==> src/rtl/mmr_pkg.sv <==
package mmr_pkg;

    // Array limits
    localparam int MAX_INNER    = 64;
    localparam int MAX_COLS     = 64;
    localparam int WSTORE_DEPTH = 4096;

    // Field and datapath widths
    localparam int WADDR_W = 12;
    localparam int VAL_W   = 16;
    localparam int PROD_W  = 32;
    localparam int ACC_W   = 40;
    localparam int SUM_W   = 32;
    localparam int COL_W   = 6;
    localparam int CNT_W   = 7;
    localparam int ROW_W   = 16;
    localparam int APB_AW  = 4;
    localparam int APB_DW  = 32;

    // Register indexes on the configuration port
    typedef logic [1:0] reg_idx_t;
    localparam reg_idx_t REG_ROWS_M  = 2'd0;
    localparam reg_idx_t REG_INNER_K = 2'd1;
    localparam reg_idx_t REG_COLS_N  = 2'd2;

    // Input item kinds
    localparam logic FUNC_WEIGHT = 1'b0;
    localparam logic FUNC_ELEM   = 1'b1;

    // Effective (clamped) configuration handed to the engine
    typedef struct packed {
        logic [ROW_W-1:0] rows_m;
        logic [CNT_W-1:0] inner_k;
        logic [CNT_W-1:0] cols_n;
    } mmr_cfg_t;

    typedef enum logic [1:0] {
        ST_IDLE,
        ST_ISSUE,
        ST_DRAIN
    } mmr_state_t;

endpackage

==> src/rtl/mmr_cfg.sv <==
module mmr_cfg
    import mmr_pkg::*;
(
    input  logic              clk,
    input  logic              rst_n,
    input  logic              psel,
    input  logic              penable,
    input  logic              pwrite,
    input  logic [APB_AW-1:0] paddr,
    input  logic [APB_DW-1:0] pwdata,
    output logic [APB_DW-1:0] prdata,
    output logic              pready,
    output mmr_cfg_t          cfg
);

    logic [ROW_W-1:0] rows_m_reg,  rows_m_next;
    logic [CNT_W-1:0] inner_k_reg, inner_k_next;
    logic [CNT_W-1:0] cols_n_reg,  cols_n_next;
    logic             wr_en;
    reg_idx_t         idx;

    assign pready = 1'b1;
    assign wr_en  = psel && penable && pwrite;
    assign idx    = paddr[3:2];

    // Register writes; unknown indexes are dropped
    always_comb
    begin
        rows_m_next  = rows_m_reg;
        inner_k_next = inner_k_reg;
        cols_n_next  = cols_n_reg;
        if (wr_en)
        begin
            unique case (idx)
                REG_ROWS_M:  rows_m_next  = pwdata[ROW_W-1:0];
                REG_INNER_K: inner_k_next = pwdata[CNT_W-1:0];
                REG_COLS_N:  cols_n_next  = pwdata[CNT_W-1:0];
                default:     ;
            endcase
        end
    end

    always_ff @(posedge clk or negedge rst_n)
    begin
        if (!rst_n)
        begin
            rows_m_reg  <= ROW_W'(1);
            inner_k_reg <= CNT_W'(1);
            cols_n_reg  <= CNT_W'(1);
        end
        else
        begin
            rows_m_reg  <= rows_m_next;
            inner_k_reg <= inner_k_next;
            cols_n_reg  <= cols_n_next;
        end
    end

    // Read-back of the stored values
    always_comb
    begin
        unique case (idx)
            REG_ROWS_M:  prdata = APB_DW'(rows_m_reg);
            REG_INNER_K: prdata = APB_DW'(inner_k_reg);
            REG_COLS_N:  prdata = APB_DW'(cols_n_reg);
            default:     prdata = '0;
        endcase
    end

    // Zero acts as one, oversized values clamp to the array limits
    always_comb
    begin
        cfg.rows_m = (rows_m_reg == '0) ? ROW_W'(1) : rows_m_reg;

        if (inner_k_reg == '0)
            cfg.inner_k = CNT_W'(1);
        else if (inner_k_reg > CNT_W'(MAX_INNER))
            cfg.inner_k = CNT_W'(MAX_INNER);
        else
            cfg.inner_k = inner_k_reg;

        if (cols_n_reg == '0)
            cfg.cols_n = CNT_W'(1);
        else if (cols_n_reg > CNT_W'(MAX_COLS))
            cfg.cols_n = CNT_W'(MAX_COLS);
        else
            cfg.cols_n = cols_n_reg;
    end

endmodule

==> config.mk <==
export PLATFORM = sky130hd
export DESIGN_NAME = mmr_cfg
export DESIGN_NICKNAME = d
export VERILOG_FILES = /design/src/rtl/mmr_pkg.sv /design/src/rtl/mmr_cfg.sv
export SDC_FILE = /design/constraint.sdc
export NUM_CORES = 1
export LEC_CHECK = 0
export BUFFER_PORTS_ARGS = -buffer_cell sky130_fd_sc_hd__buf_2
export CAP_MARGIN = 20
export CORE_ASPECT_RATIO = 1.75
export CORE_MARGIN = 3
export CORE_UTILIZATION = 47
export DETAILED_ROUTE_END_ITERATION = 7
export GPL_ROUTABILITY_DRIVEN = 0
export PLACE_DENSITY = 0.95
export SLEW_MARGIN = 20
export SYNTH_ARGS = -nofsm -noshare
export SYNTH_HDL_FRONTEND = slang
export SYNTH_SLANG_ARGS = --single-unit
==> constraint.sdc <==
create_clock -name clk -period 1.7 [get_ports clk]
set_clock_uncertainty 0.15 [all_clocks]
set_input_delay 0.17 -clock clk [delete_from_list [all_inputs] [get_ports clk]]
set_output_delay 0.17 -clock clk [all_outputs]
set_load 0.02 [all_outputs]
==> impl_results.md, run 1 <==
- Status: completed
- Gr ovfl total: 0
- Reg2reg start: rows_m_reg[6]
- Post-synthesis sequential area ratio: between 40% and 50%
- Finished Layout Cells: between 200 and 300
- Largest net degree at the start of global routing: 31
- H-tree levels: 2
- Worst r2r path cells: 2
- Clock Latency Late Sink: approximately 270 ps
- Crit path kind: reg -> out
- Die X: roughly 52 µm
- Vias in the first global route: between 1000 and 1500
- Top Layer Used: met4
- Post-DR wirelength/cell: between 10 and 15 µm
- Cells on Worst Hold Path: 2
- Clock buffer depth: 2
- Initial antenna violation count: 0
- Crit. End Element: primary output
- All-Layer GR Usage: a little under a fifth
- Count leader, synth: dfrtp_1
- Nets: 270
- Pwr per Cell Area: 1170 mW/mm²
- Share of synthesized registers carrying an async set or reset: between 90% and 100%
- Post-synth EDFFs: 0
- CP required: around 1400 ps
- Worst-path maximum fanout: 4
- Antenna-violating nets left: 0
- Die Outline Area: roughly 0.0045 mm²
- Fraction of layout cells with a size suffix above 1: a little over half
- Fillers: around 290
- Final Cycle Share: between 90% and 100%
- Post-Route WL: 4110 µm
- Util after Layout: roughly two thirds
- DP HPWL: ~3000 µm
- Row count: 28
- Lkg Pwr: between 1 and 1.5 nW
- Core Region: between 0.003 and 0.004 mm²
- Chip height: around 87 µm
- Synth top area share: 38.4%
- CTS sink cnt: 30
- Setup-failing EPs final: 0
- DR pass1 iterations: 3
- Yosys cell types: 24
- Hold_sp: pwdata[2]
- Setup TNS: 0 ps
- 1st-iter DRT viols: 11
- Wl on met1: 1520 µm
- CTS buffer count: 5
- Crit path launch type: flip-flop
- DRC violations left: 0
- Area Overhead vs Synth: 30.7%
- Post-placement cell count: approximately 250
- Top_reg_cell synth: dfrtp_1
- WL met2: roughly 2300 µm
- Fin crit period: between 1500 and 2000 ps
- Count of yosys warnings during synthesis: 0
- Worst rel slew slack: a little under three fifths
- Yosys reg bits: 30
- Largest area contributor in the netlist: dfrtp_1
- Multi-input gate area: 873 µm²
- IO buf count: roughly 70
- Via count: approximately 1300
- Fin Hold WS: between 9 and 10 ps
- Via/cell ratio: 4.88
- Final hold violation count: 0
- Reg2reg setup slack: ~600 ps
- Top post-synthesis cells by count: dfrtp_1, mux2_2, buf_4, clkbuf_1
- VDD IR max: around 0.76 mV
- Max Clk Rate: roughly 600 MHz
- Arrival @ worst endpoint: approximately 1300 ps
- CTS tree: done
- Max Cap Viol: 0
- Unrepaired setup endpoints after global routing: yes
- Clk slew on worst S/H paths: around 60 ps
- CTS root buffer: clkbuf_8
- Reg2reg end: rows_m_reg[6]
- Slew Viols, Final: 0
- Max FFs per register: 16
- Synth Instances: ~160
- Syn Std Cell Area: between 0.0015 and 0.002 mm²
- Synth area leaders: dfrtp_1, mux2_2, mux2_4
- ANT cells: 0
- Hold crit path type: in -> reg
- Hold EP: rows_m_reg[2]
- Average cell area after synthesis: ~11 µm²
- Reg area: roughly 760 µm²
- First-pass GRT wire length: approximately 6400 µm
- Ports: roughly 100
- Worst slew pin tran: around 670 ps
- Met3 wire len: ~280 µm
- Initial Utilization: about half
-- layer usage --
metal  vias to the layer above  track usage [%]
met5                         -                0
met4                         0             6.98
met3                         5             2.92
met2                        59             34.7
met1                       645             21.7
li1                        632                -
-- worst max-delay path by stage --
stage,startpoint,to,depth (start not counted)
after floorplan,inner_k_reg[0],prdata[0],2
final,rows_m_reg[5],cfg[14],3
after detailed placement,paddr[2],inner_k_reg[2],3
after CTS,rows_m_reg[5],cfg[14],3
after global placement,paddr[2],inner_k_reg[6],3
after global routing,rows_m_reg[14],cfg[14],3
-- per-stage QoR --
| stage | total power, mW | setup WS (ps) | area [µm²] |
|---|---|---|---|
| after global routing | 2.86 | 4.02 | 2300 |
| after CTS | 2.69 | 3.22 | 2270 |
| after floorplan | 1.78 | 326 | 1820 |
| after global placement | 2.02 | 167 | 2030 |
| after detailed placement | 2.06 | 159 | 2030 |
| final | 2.70 | 69.6 | 2300 |
-- cells by family (layout without fill, tap and decap cells) --
logic type	Yosys count	after routing	synth area share, %
compound gates	10	10	3.12
buf+inv	37	94	12.6
other cells	2	17	0.426
simple gates	42	42	15.7
mux	37	37	25.3
flops	30	30	42.8
-- placed cells by master (no fill, tap or decap), types with 2 or more instances in the layout --
| cell | n |
|---|---|
| a21oi_1 | 2 |
| and2_1 | 9 |
| buf_2 | 67 |
| buf_4 | 5 |
| clkbuf_8 | 6 |
| conb_1 | 17 |
| dfrtp_1 | 25 |
| dfrtp_2 | 2 |
| dfstp_2 | 3 |
| dlygate4sd3_1 | 12 |
| mux2_2 | 20 |
| mux2_4 | 10 |
| mux2i_1 | 7 |
| nand2_1 | 7 |
| nor2_1 | 5 |
| nor2b_1 | 10 |
| nor3_1 | 2 |
| nor3b_4 | 2 |
| nor4_2 | 2 |
| o21ai_0 | 7 |
-- critical path, stage by stage (launching register included) --
cell     delay [ps]
dfrtp_1         430
nor4_2          270
a41o_1          220
buf_6           120
-- repair_timing --
item,in CTS,in global routing
pin swaps,2,2
gates resized for setup,3,6
setup endpoints to repair,1,2
hold endpoints to repair,38,0
buffers inserted,1,1
hold buffers,12,0
-- report_power, final --
group / total, mW / switching [mW] / internal, mW
Combinational: 1.02 / 0.558 / 0.462
Sequential: 1.10 / 0.206 / 0.896
Clock: 0.581 / 0.255 / 0.326
-- cell type report --
class	instances	area share (%)
Tap cell	45	2.45
Clock inverter	1	0.217
Timing Repair Buffer	86	22.8
Sequential cell	30	32.9
Multi-Input combinational cell	106	37.9
Clock buffer	7	3.75
Note: power is estimated with default switching activity, not from simulation.
==> run 2: changes to the inputs <==
Settings changed: CORE_ASPECT_RATIO 1.75 to default.
==> run 2 against run 1 <==
- first-iteration DRC count grew to 3.1 times the previous value
- setup slack got worse by 33 ps
- cell count up 2.2%
- power up 1.5%
==> impl_results.md, run 2 (synthesis results as in run 1) <==
- Status: completed (unchanged)
- VDD IR max: 0.714 mV (was 0.765 mV)
- CP required: 1380 ps (about the same)
- CP startpoint: rows_m_reg[5] (unchanged)
- Die X: 67.2 µm (was 52.3 µm)
- Clock power frac: 21.1% (was 21.5%)
- Fin crit period: 1660 ps (was 1630 ps)
- Critical-path cell list: nor4_4, a41o_1, buf_4 (was nor4_2, a41o_1, buf_6)
- Clock Latency Late Sink: 280 ps (was 270 ps)
- Setup-failing EPs final: 0 (unchanged)
- Clock buffer depth: 2 (unchanged)
- Crit path kind: reg -> out (unchanged)
- Part of the power in registers: 39.8% (was 40.8%)
- Final Cycle Share: 97.8% (was 95.9%)
- Arrival @ worst endpoint: 1340 ps (was 1310 ps)
- Worst rel slew slack: 56.4% (was 55.4%)
- NetSw: 1.03 mW (was 1.02 mW)
- H-tree levels: 2 (unchanged)
- Max Clk Rate: 601 MHz (was 613 MHz)
- Hold crit path type: in -> reg (unchanged)
- Setup TNS: 0 ps (unchanged)
- Antenna-violating nets left: 0 (unchanged)
- CTS tree: done (unchanged)
- DR pass1 iterations: 4 (was 3)
- Worst-path maximum fanout: 2 (was 4)
- CTS sink cnt: 30 (unchanged)
- Max Cap Viol: 0 (unchanged)
- Final hold violation count: 0 (unchanged)
- Pwr per Cell Area: 1180 mW/mm² (was 1170 mW/mm²)
- Die Outline Area: 0.00452 mm² (was 0.00455 mm²)
- Most frequent cells in the layout: buf_2, dfrtp_1, mux2_2 (unchanged)
- Fraction of layout cells with a size suffix above 1: 53.6% (was 53.9%)
- Nets: 275 (was 270)
- Hold_sp: pwdata[5] (was pwdata[2])
- 1st-iter DRT viols: 34 (was 11)
- ANT cells: 0 (unchanged)
- Dpl cell area: 0.00204 mm² (was 0.00203 mm²)
- CTS buffer count: 5 (unchanged)
- Most common cell after layout, fill and taps aside: buf_2 (unchanged)
- Ports: 104 (unchanged)
- Row count: 21 (was 28)
- Unrepaired setup endpoints after global routing: yes (unchanged)
- Finished Cell Area: 0.00233 mm² (was 0.00230 mm²)
- Vias in the first global route: 1323 (unchanged)
- Initial antenna violation count: 0 (unchanged)
- Crit path launch type: flip-flop (unchanged)
- Max FFs per register: 16 (unchanged)
- First-pass GRT wire length: 6220 µm (was 6410 µm)
- Logic gate share of total power: 39.1% (was 37.7%)
- Lkg Pwr: 1.19 nW (was 1.16 nW)
- Core Region: 0.00347 mm² (was 0.00350 mm²)
- IO buf count: 68 (unchanged)
- DP HPWL: 2980 µm (was 3020 µm)
- Via count: 1354 (was 1341)
- Clk slew on worst S/H paths: 60 ps (about the same)
- CP max-delay cell: dfrtp_1 (unchanged)
- Post-DR wirelength/cell: 14.6 µm (was 15.0 µm)
- Int Power: 1.71 mW (was 1.68 mW)
- Area Overhead vs Synth: 32.5% (was 30.7%)
- Post-Route WL: 4110 µm (about the same)
- Via/cell ratio: 4.82 (was 4.88)
- Fillers: 296 (was 285)
- Reg2reg start: rows_m_reg[2] (was rows_m_reg[6])
- CP max stage delay: 410 ps (was 430 ps)
- All-Layer GR Usage: 19.2% (was 19.1%)
- Initial Utilization: 50.8% (was 50.3%)
- Largest net degree at the start of global routing: 31 (unchanged)
- Worst slew pin tran: 654 ps (was 669 ps)
- Crit. End Element: primary output (unchanged)
- CTS root buffer: clkbuf_8 (unchanged)
- Switching share of power: 37.5% (was 37.7%)
- Slew Viols, Final: 0 (unchanged)
- Gr ovfl total: 0 (unchanged)
- Chip height: 67.2 µm (was 87.0 µm)
- DRC violations left: 0 (unchanged)
==> run 2: changes by cell type in the layout (fill, tap and decap cells not counted), sizes merged <==
cell	change
buf	+5
clkbuf	+1
clkinv	-1
==> run 2: through the flow <==
stage | utilization (%) | std cells | hold WS (ps) | power [mW] | setup WS (ps)
2_1_floorplan | - | 173 | -276 | 1.78 | 326
3_3_place_gp | 58.9 | 255 | 81.9 | 2.04 | 181
3_5_place_dp | 58.9 | 255 | 89.2 | 2.07 | 158
4_1_cts | 65.3 | 275 | 0.849 | 2.70 | 5.87
5_1_grt | 67.3 | 281 | 7.42 | 2.90 | -29.4
6_report | 67.3 | 281 | 9.06 | 2.74 | 36.7
==> run 2: timing repair <==
item	CTS	global route
pin swaps	2	3
hold buffers	11	1
setup endpoints to repair	1	2
gates cloned	0	0
resized for setup	3	3
buffers inserted	1	5
hold endpoints to repair	37	1
==> run 2: worst paths after layout <==
check                                     end  slack (ps)  cells past startpoint
worst min register to register  cols_n_reg[4]         410                      1
min in group asynchronous       rows_m_reg[5]         300                      2
worst max register to register  rows_m_reg[2]         500                      3
worst min-delay path            rows_m_reg[5]           9                      2
worst max-delay path                  cfg[14]          40                      3
max in group asynchronous       cols_n_reg[1]         660                      2
==> run 2: layout make-up <==
type	instances	area (µm²)	area share, %
clock buffers	8	90.1	3.86
multi-input cells	106	873	37.4
well taps	46	57.6	2.47
repair buffers	91	558	23.9
flip-flops and latches	30	754	32.3
==> run 2: layer usage <==
layer | up-vias | part of all wire, % | global-route usage (%)
met3 | 10 | 6.4 | 5.32
met5 | - | 0 | 0
li1 | 639 | - | -
met2 | 56 | 52 | 31.2
met1 | 649 | 40 | 23.0
met4 | 0 | 1.9 | 10.6
==> run 2: worst max-delay path, delay by kind of cell (launching register included) <==
family / cells / cell delay (ps)
DFF: 1 / 410
and+or+nand+nor: 1 / 300
buffers and inverters: 1 / 140
AOI/OAI and AO/OA: 1 / 210
==> run 2: power by group through the flow <==
stage          Clock, mW  Sequential [mW]  Combinational [mW]
2_1_floorplan          0             1.03               0.754
3_3_place_gp           0             1.07               0.968
3_5_place_dp           0             1.08               0.985
4_1_cts            0.596             1.08                1.03
5_1_grt            0.626             1.12                1.16
6_report           0.580             1.09                1.07
==> run 3: changes to the inputs <==
Settings changed: ABC_AREA from default to 1, CORE_UTILIZATION 47 to 48.
==> run 3 against run 2 <==
- register-to-register slack better by 260 ps
- hold slack improved by 26 ps
- utilization shrank 2.2 points
- power grew 1.5%
- sequential share of layout area decreased by 1.3 points
- die area grew 5.9%
- critical path type unchanged
==> impl_results.md, run 3 <==
- Switching share of power: 41.0% (was 37.5%)
- Synth Instances: 258 (was 158)
- Post-synth EDFFs: 0 (unchanged)
- Part of the power in registers: 37.1% (was 39.8%)
- Setup-failing EPs final: 0 (unchanged)
- Reg2reg end: inner_k_reg[1] (was rows_m_reg[2])
- Lkg Pwr: 1.38 nW (was 1.19 nW)
- DP HPWL: 3340 µm (was 2980 µm)
- Nets: 367 (was 275)
- Clock Latency Late Sink: 290 ps (was 280 ps)
- CTS tree: done (unchanged)
- Largest area contributor in the netlist: dfrtp_1 (unchanged)
- Crit path launch type: flip-flop (unchanged)
- Top_reg_cell synth: dfrtp_1 (unchanged)
- Critical-path cell list: nor2_2, nand3_1, nand2_2, inv_4, nor2_2, buf_6 (was nor4_4, a41o_1, buf_4)
- Clk slew on worst S/H paths: 60 ps (about the same)
- Synth top area share: 35.2% (was 38.4%)
- Die X: 69.2 µm (was 67.2 µm)
- Share of synthesized registers carrying an async set or reset: 100% (unchanged)
- Worst-path maximum fanout: 3 (was 2)
- Int Power: 1.64 mW (was 1.71 mW)
- Finished Cell Area: 0.00243 mm² (was 0.00233 mm²)
- Yosys cell types: 19 (was 24)
- All-Layer GR Usage: 19.6% (was 19.2%)
- Reg2reg start: inner_k_reg[1] (was rows_m_reg[2])
- CP max stage delay: 400 ps (was 410 ps)
- Count of yosys warnings during synthesis: 0 (unchanged)
- DR pass1 iterations: 4 (unchanged)
- 1st-iter DRT viols: 59 (was 34)
- Post-DR wirelength/cell: 12.6 µm (was 14.6 µm)
- Worst slew pin tran: 663 ps (was 654 ps)
- CP max-delay cell: dfrtp_1 (unchanged)
- DRC violations left: 0 (unchanged)
- H-tree levels: 2 (unchanged)
- Initial Utilization: 51.2% (was 50.8%)
- VDD IR max: 0.812 mV (was 0.714 mV)
- Reg2reg setup slack: 760 ps (was 500 ps)
- Crit. End Element: primary output (unchanged)
- CP required: 1380 ps (about the same)
- Fraction of layout cells with a size suffix above 1: 39.1% (was 53.6%)
- Syn Std Cell Area: 0.00192 mm² (was 0.00176 mm²)
- Post-Route WL: 4740 µm (was 4110 µm)
- Most common cell after layout, fill and taps aside: nand2_1 (was buf_2)
- Dpl cell area: 0.00213 mm² (was 0.00204 mm²)
- Worst r2r path cells: 3 (unchanged)
- ANT cells: 0 (unchanged)
- Die Outline Area: 0.00479 mm² (was 0.00452 mm²)
- NetSw: 1.14 mW (was 1.03 mW)
- Status: completed (unchanged)
- Clock power frac: 21.3% (was 21.1%)
- Largest net degree at the start of global routing: 31 (unchanged)
- Final hold violation count: 0 (unchanged)
- Fin crit period: 1670 ps (was 1660 ps)
- Arrival @ worst endpoint: 1350 ps (was 1340 ps)
- Slew Viols, Final: 0 (unchanged)
- Crit path kind: reg -> out (unchanged)
- Via count: 1756 (was 1354)
- Tot Pwr: 2.79 mW (was 2.74 mW)
- Pwr per Cell Area: 1140 mW/mm² (was 1180 mW/mm²)
- Row count: 22 (was 21)
- Initial antenna violation count: 0 (unchanged)
- Chip height: 69.2 µm (was 67.2 µm)
- Ports: 104 (unchanged)
- Average cell area after synthesis: 7.43 µm² (was 11.1 µm²)
- Count leader, synth: nand2_1 (was dfrtp_1)
- Top post-synthesis cells by count: nand2_1, nor2_1, inv_1 (was dfrtp_1, mux2_2, buf_4, clkbuf_1)
- Synth area leaders: dfrtp_1, nand2_1, o21ai_2 (was dfrtp_1, mux2_2, mux2_4)
- Vias in the first global route: 1646 (was 1323)
- Worst rel slew slack: 55.8% (was 56.4%)
- Top cell by count, worst path: nor2_2
- CTS buffer count: 5 (unchanged)
- Final Cycle Share: 98.2% (was 97.8%)
- Max FFs per register: 16 (unchanged)
- IO buf count: 68 (unchanged)
- Setup ws final: 30.1 ps (was 36.7 ps)
- Unrepaired setup endpoints after global routing: yes (unchanged)
- Yosys reg bits: 30 (unchanged)
- First-pass GRT wire length: 7440 µm (was 6220 µm)
- Most frequent cells in the layout: nand2_1, buf_2, inv_1 (was buf_2, dfrtp_1, mux2_2)
- CTS root buffer: clkbuf_8 (unchanged)
- Max Clk Rate: 599 MHz (was 601 MHz)
- Post-synthesis sequential area ratio: 39.4% (was 42.8%)
- Pre-CTS setup slack: 205 ps (was 158 ps)
- Hold crit path type: in -> reg (unchanged)
- CTS sink cnt: 30 (unchanged)
- Via/cell ratio: 4.68 (was 4.82)
- Critical Path Sink: cfg[11] (was cfg[14])
- Area Overhead vs Synth: 27.0% (was 32.5%)
- CP startpoint: inner_k_reg[1] (was rows_m_reg[5])
- Gr ovfl total: 0 (unchanged)
- Hold_sp: pwdata[0] (was pwdata[5])
- Max Cap Viol: 0 (unchanged)
- Logic gate share of total power: 41.6% (was 39.1%)
- Clock buffer depth: 2 (unchanged)
- Core Region: 0.00374 mm² (was 0.00347 mm²)
- Antenna-violating nets left: 0 (unchanged)
[run 3: worst min-delay path by stage]
stage	endpoint	slack, ps	depth (start not counted)
after floorplan	cols_n_reg[1]	-280	0
after global placement	rows_m_reg[9]	80	1
after detailed placement	rows_m_reg[9]	90	1
after CTS	inner_k_reg[0]	30	3
after global routing	inner_k_reg[0]	50	3
final	inner_k_reg[0]	30	3
[run 3: power by group through the flow]
stage / logic (mW) / clock network, mW / registers [mW]
6_report: 1.16 / 0.593 / 1.03
5_1_grt: 1.26 / 0.639 / 1.05
4_1_cts: 1.02 / 0.609 / 1.03
3_5_place_dp: 0.999 / 0 / 1.04
3_3_place_gp: 0.973 / 0 / 1.04
2_1_floorplan: 0.793 / 0 / 0.990
[run 3: cell families after synthesis]
kind of cell / synth area share, %
and+or+nand+nor: 27.6
AOI/OAI and AO/OA: 12.3
other: 0.392
DFF: 39.4
buffers and inverters: 20.3
[run 3: per-layer routing]
layer	track usage, %	up-vias	share of wire (%)	wire length [µm]
met1	23.3	801	39	1870
li1	-	877	-	-
met3	5.65	13	6.0	286
met2	31.1	65	51	2440
met5	0	-	0	0
met4	11.9	0	3.1	146
[run 3: repair_timing]
item	in CTS	in global routing
hold buffers	10	0
gates resized for setup	2	21
buffers inserted	0	7
hold endpoints to repair	36	0
endpoints found under the setup margin	3	8
pin swaps	0	8
[run 3: final cells by class]
type | instances | area, µm²
timing repair buffer | 87 | 544
clock buffer | 7 | 86.3
fill | 292 | 1310
multi-input combinational | 168 | 852
sequential | 30 | 754
clock inverter | 1 | 5.00
tap | 48 | 60.1
inverter | 34 | 133
[run 3: stage by stage]
| stage | setup TNS (ps) | util [%] | cells | hold WS (ps) |
|---|---|---|---|---|
| finish | 0 | 65.0 | 375 | 34.9 |
| global route | -101 | 65.0 | 375 | 49.6 |
| CTS | 0 | 62.1 | 368 | 27.0 |
| detailed placement | 0 | 56.9 | 350 | 88.0 |
| global placement | 0 | 56.9 | 350 | 76.3 |
| floorplan | 0 | - | 273 | -276 |
[run 3: critical path: cells and delay by family (launching register included)]
| kind | cells | cell delay, ps |
|---|---|---|
| simple gates | 4 | 470 |
| flops | 1 | 400 |
| buf+inv | 2 | 190 |
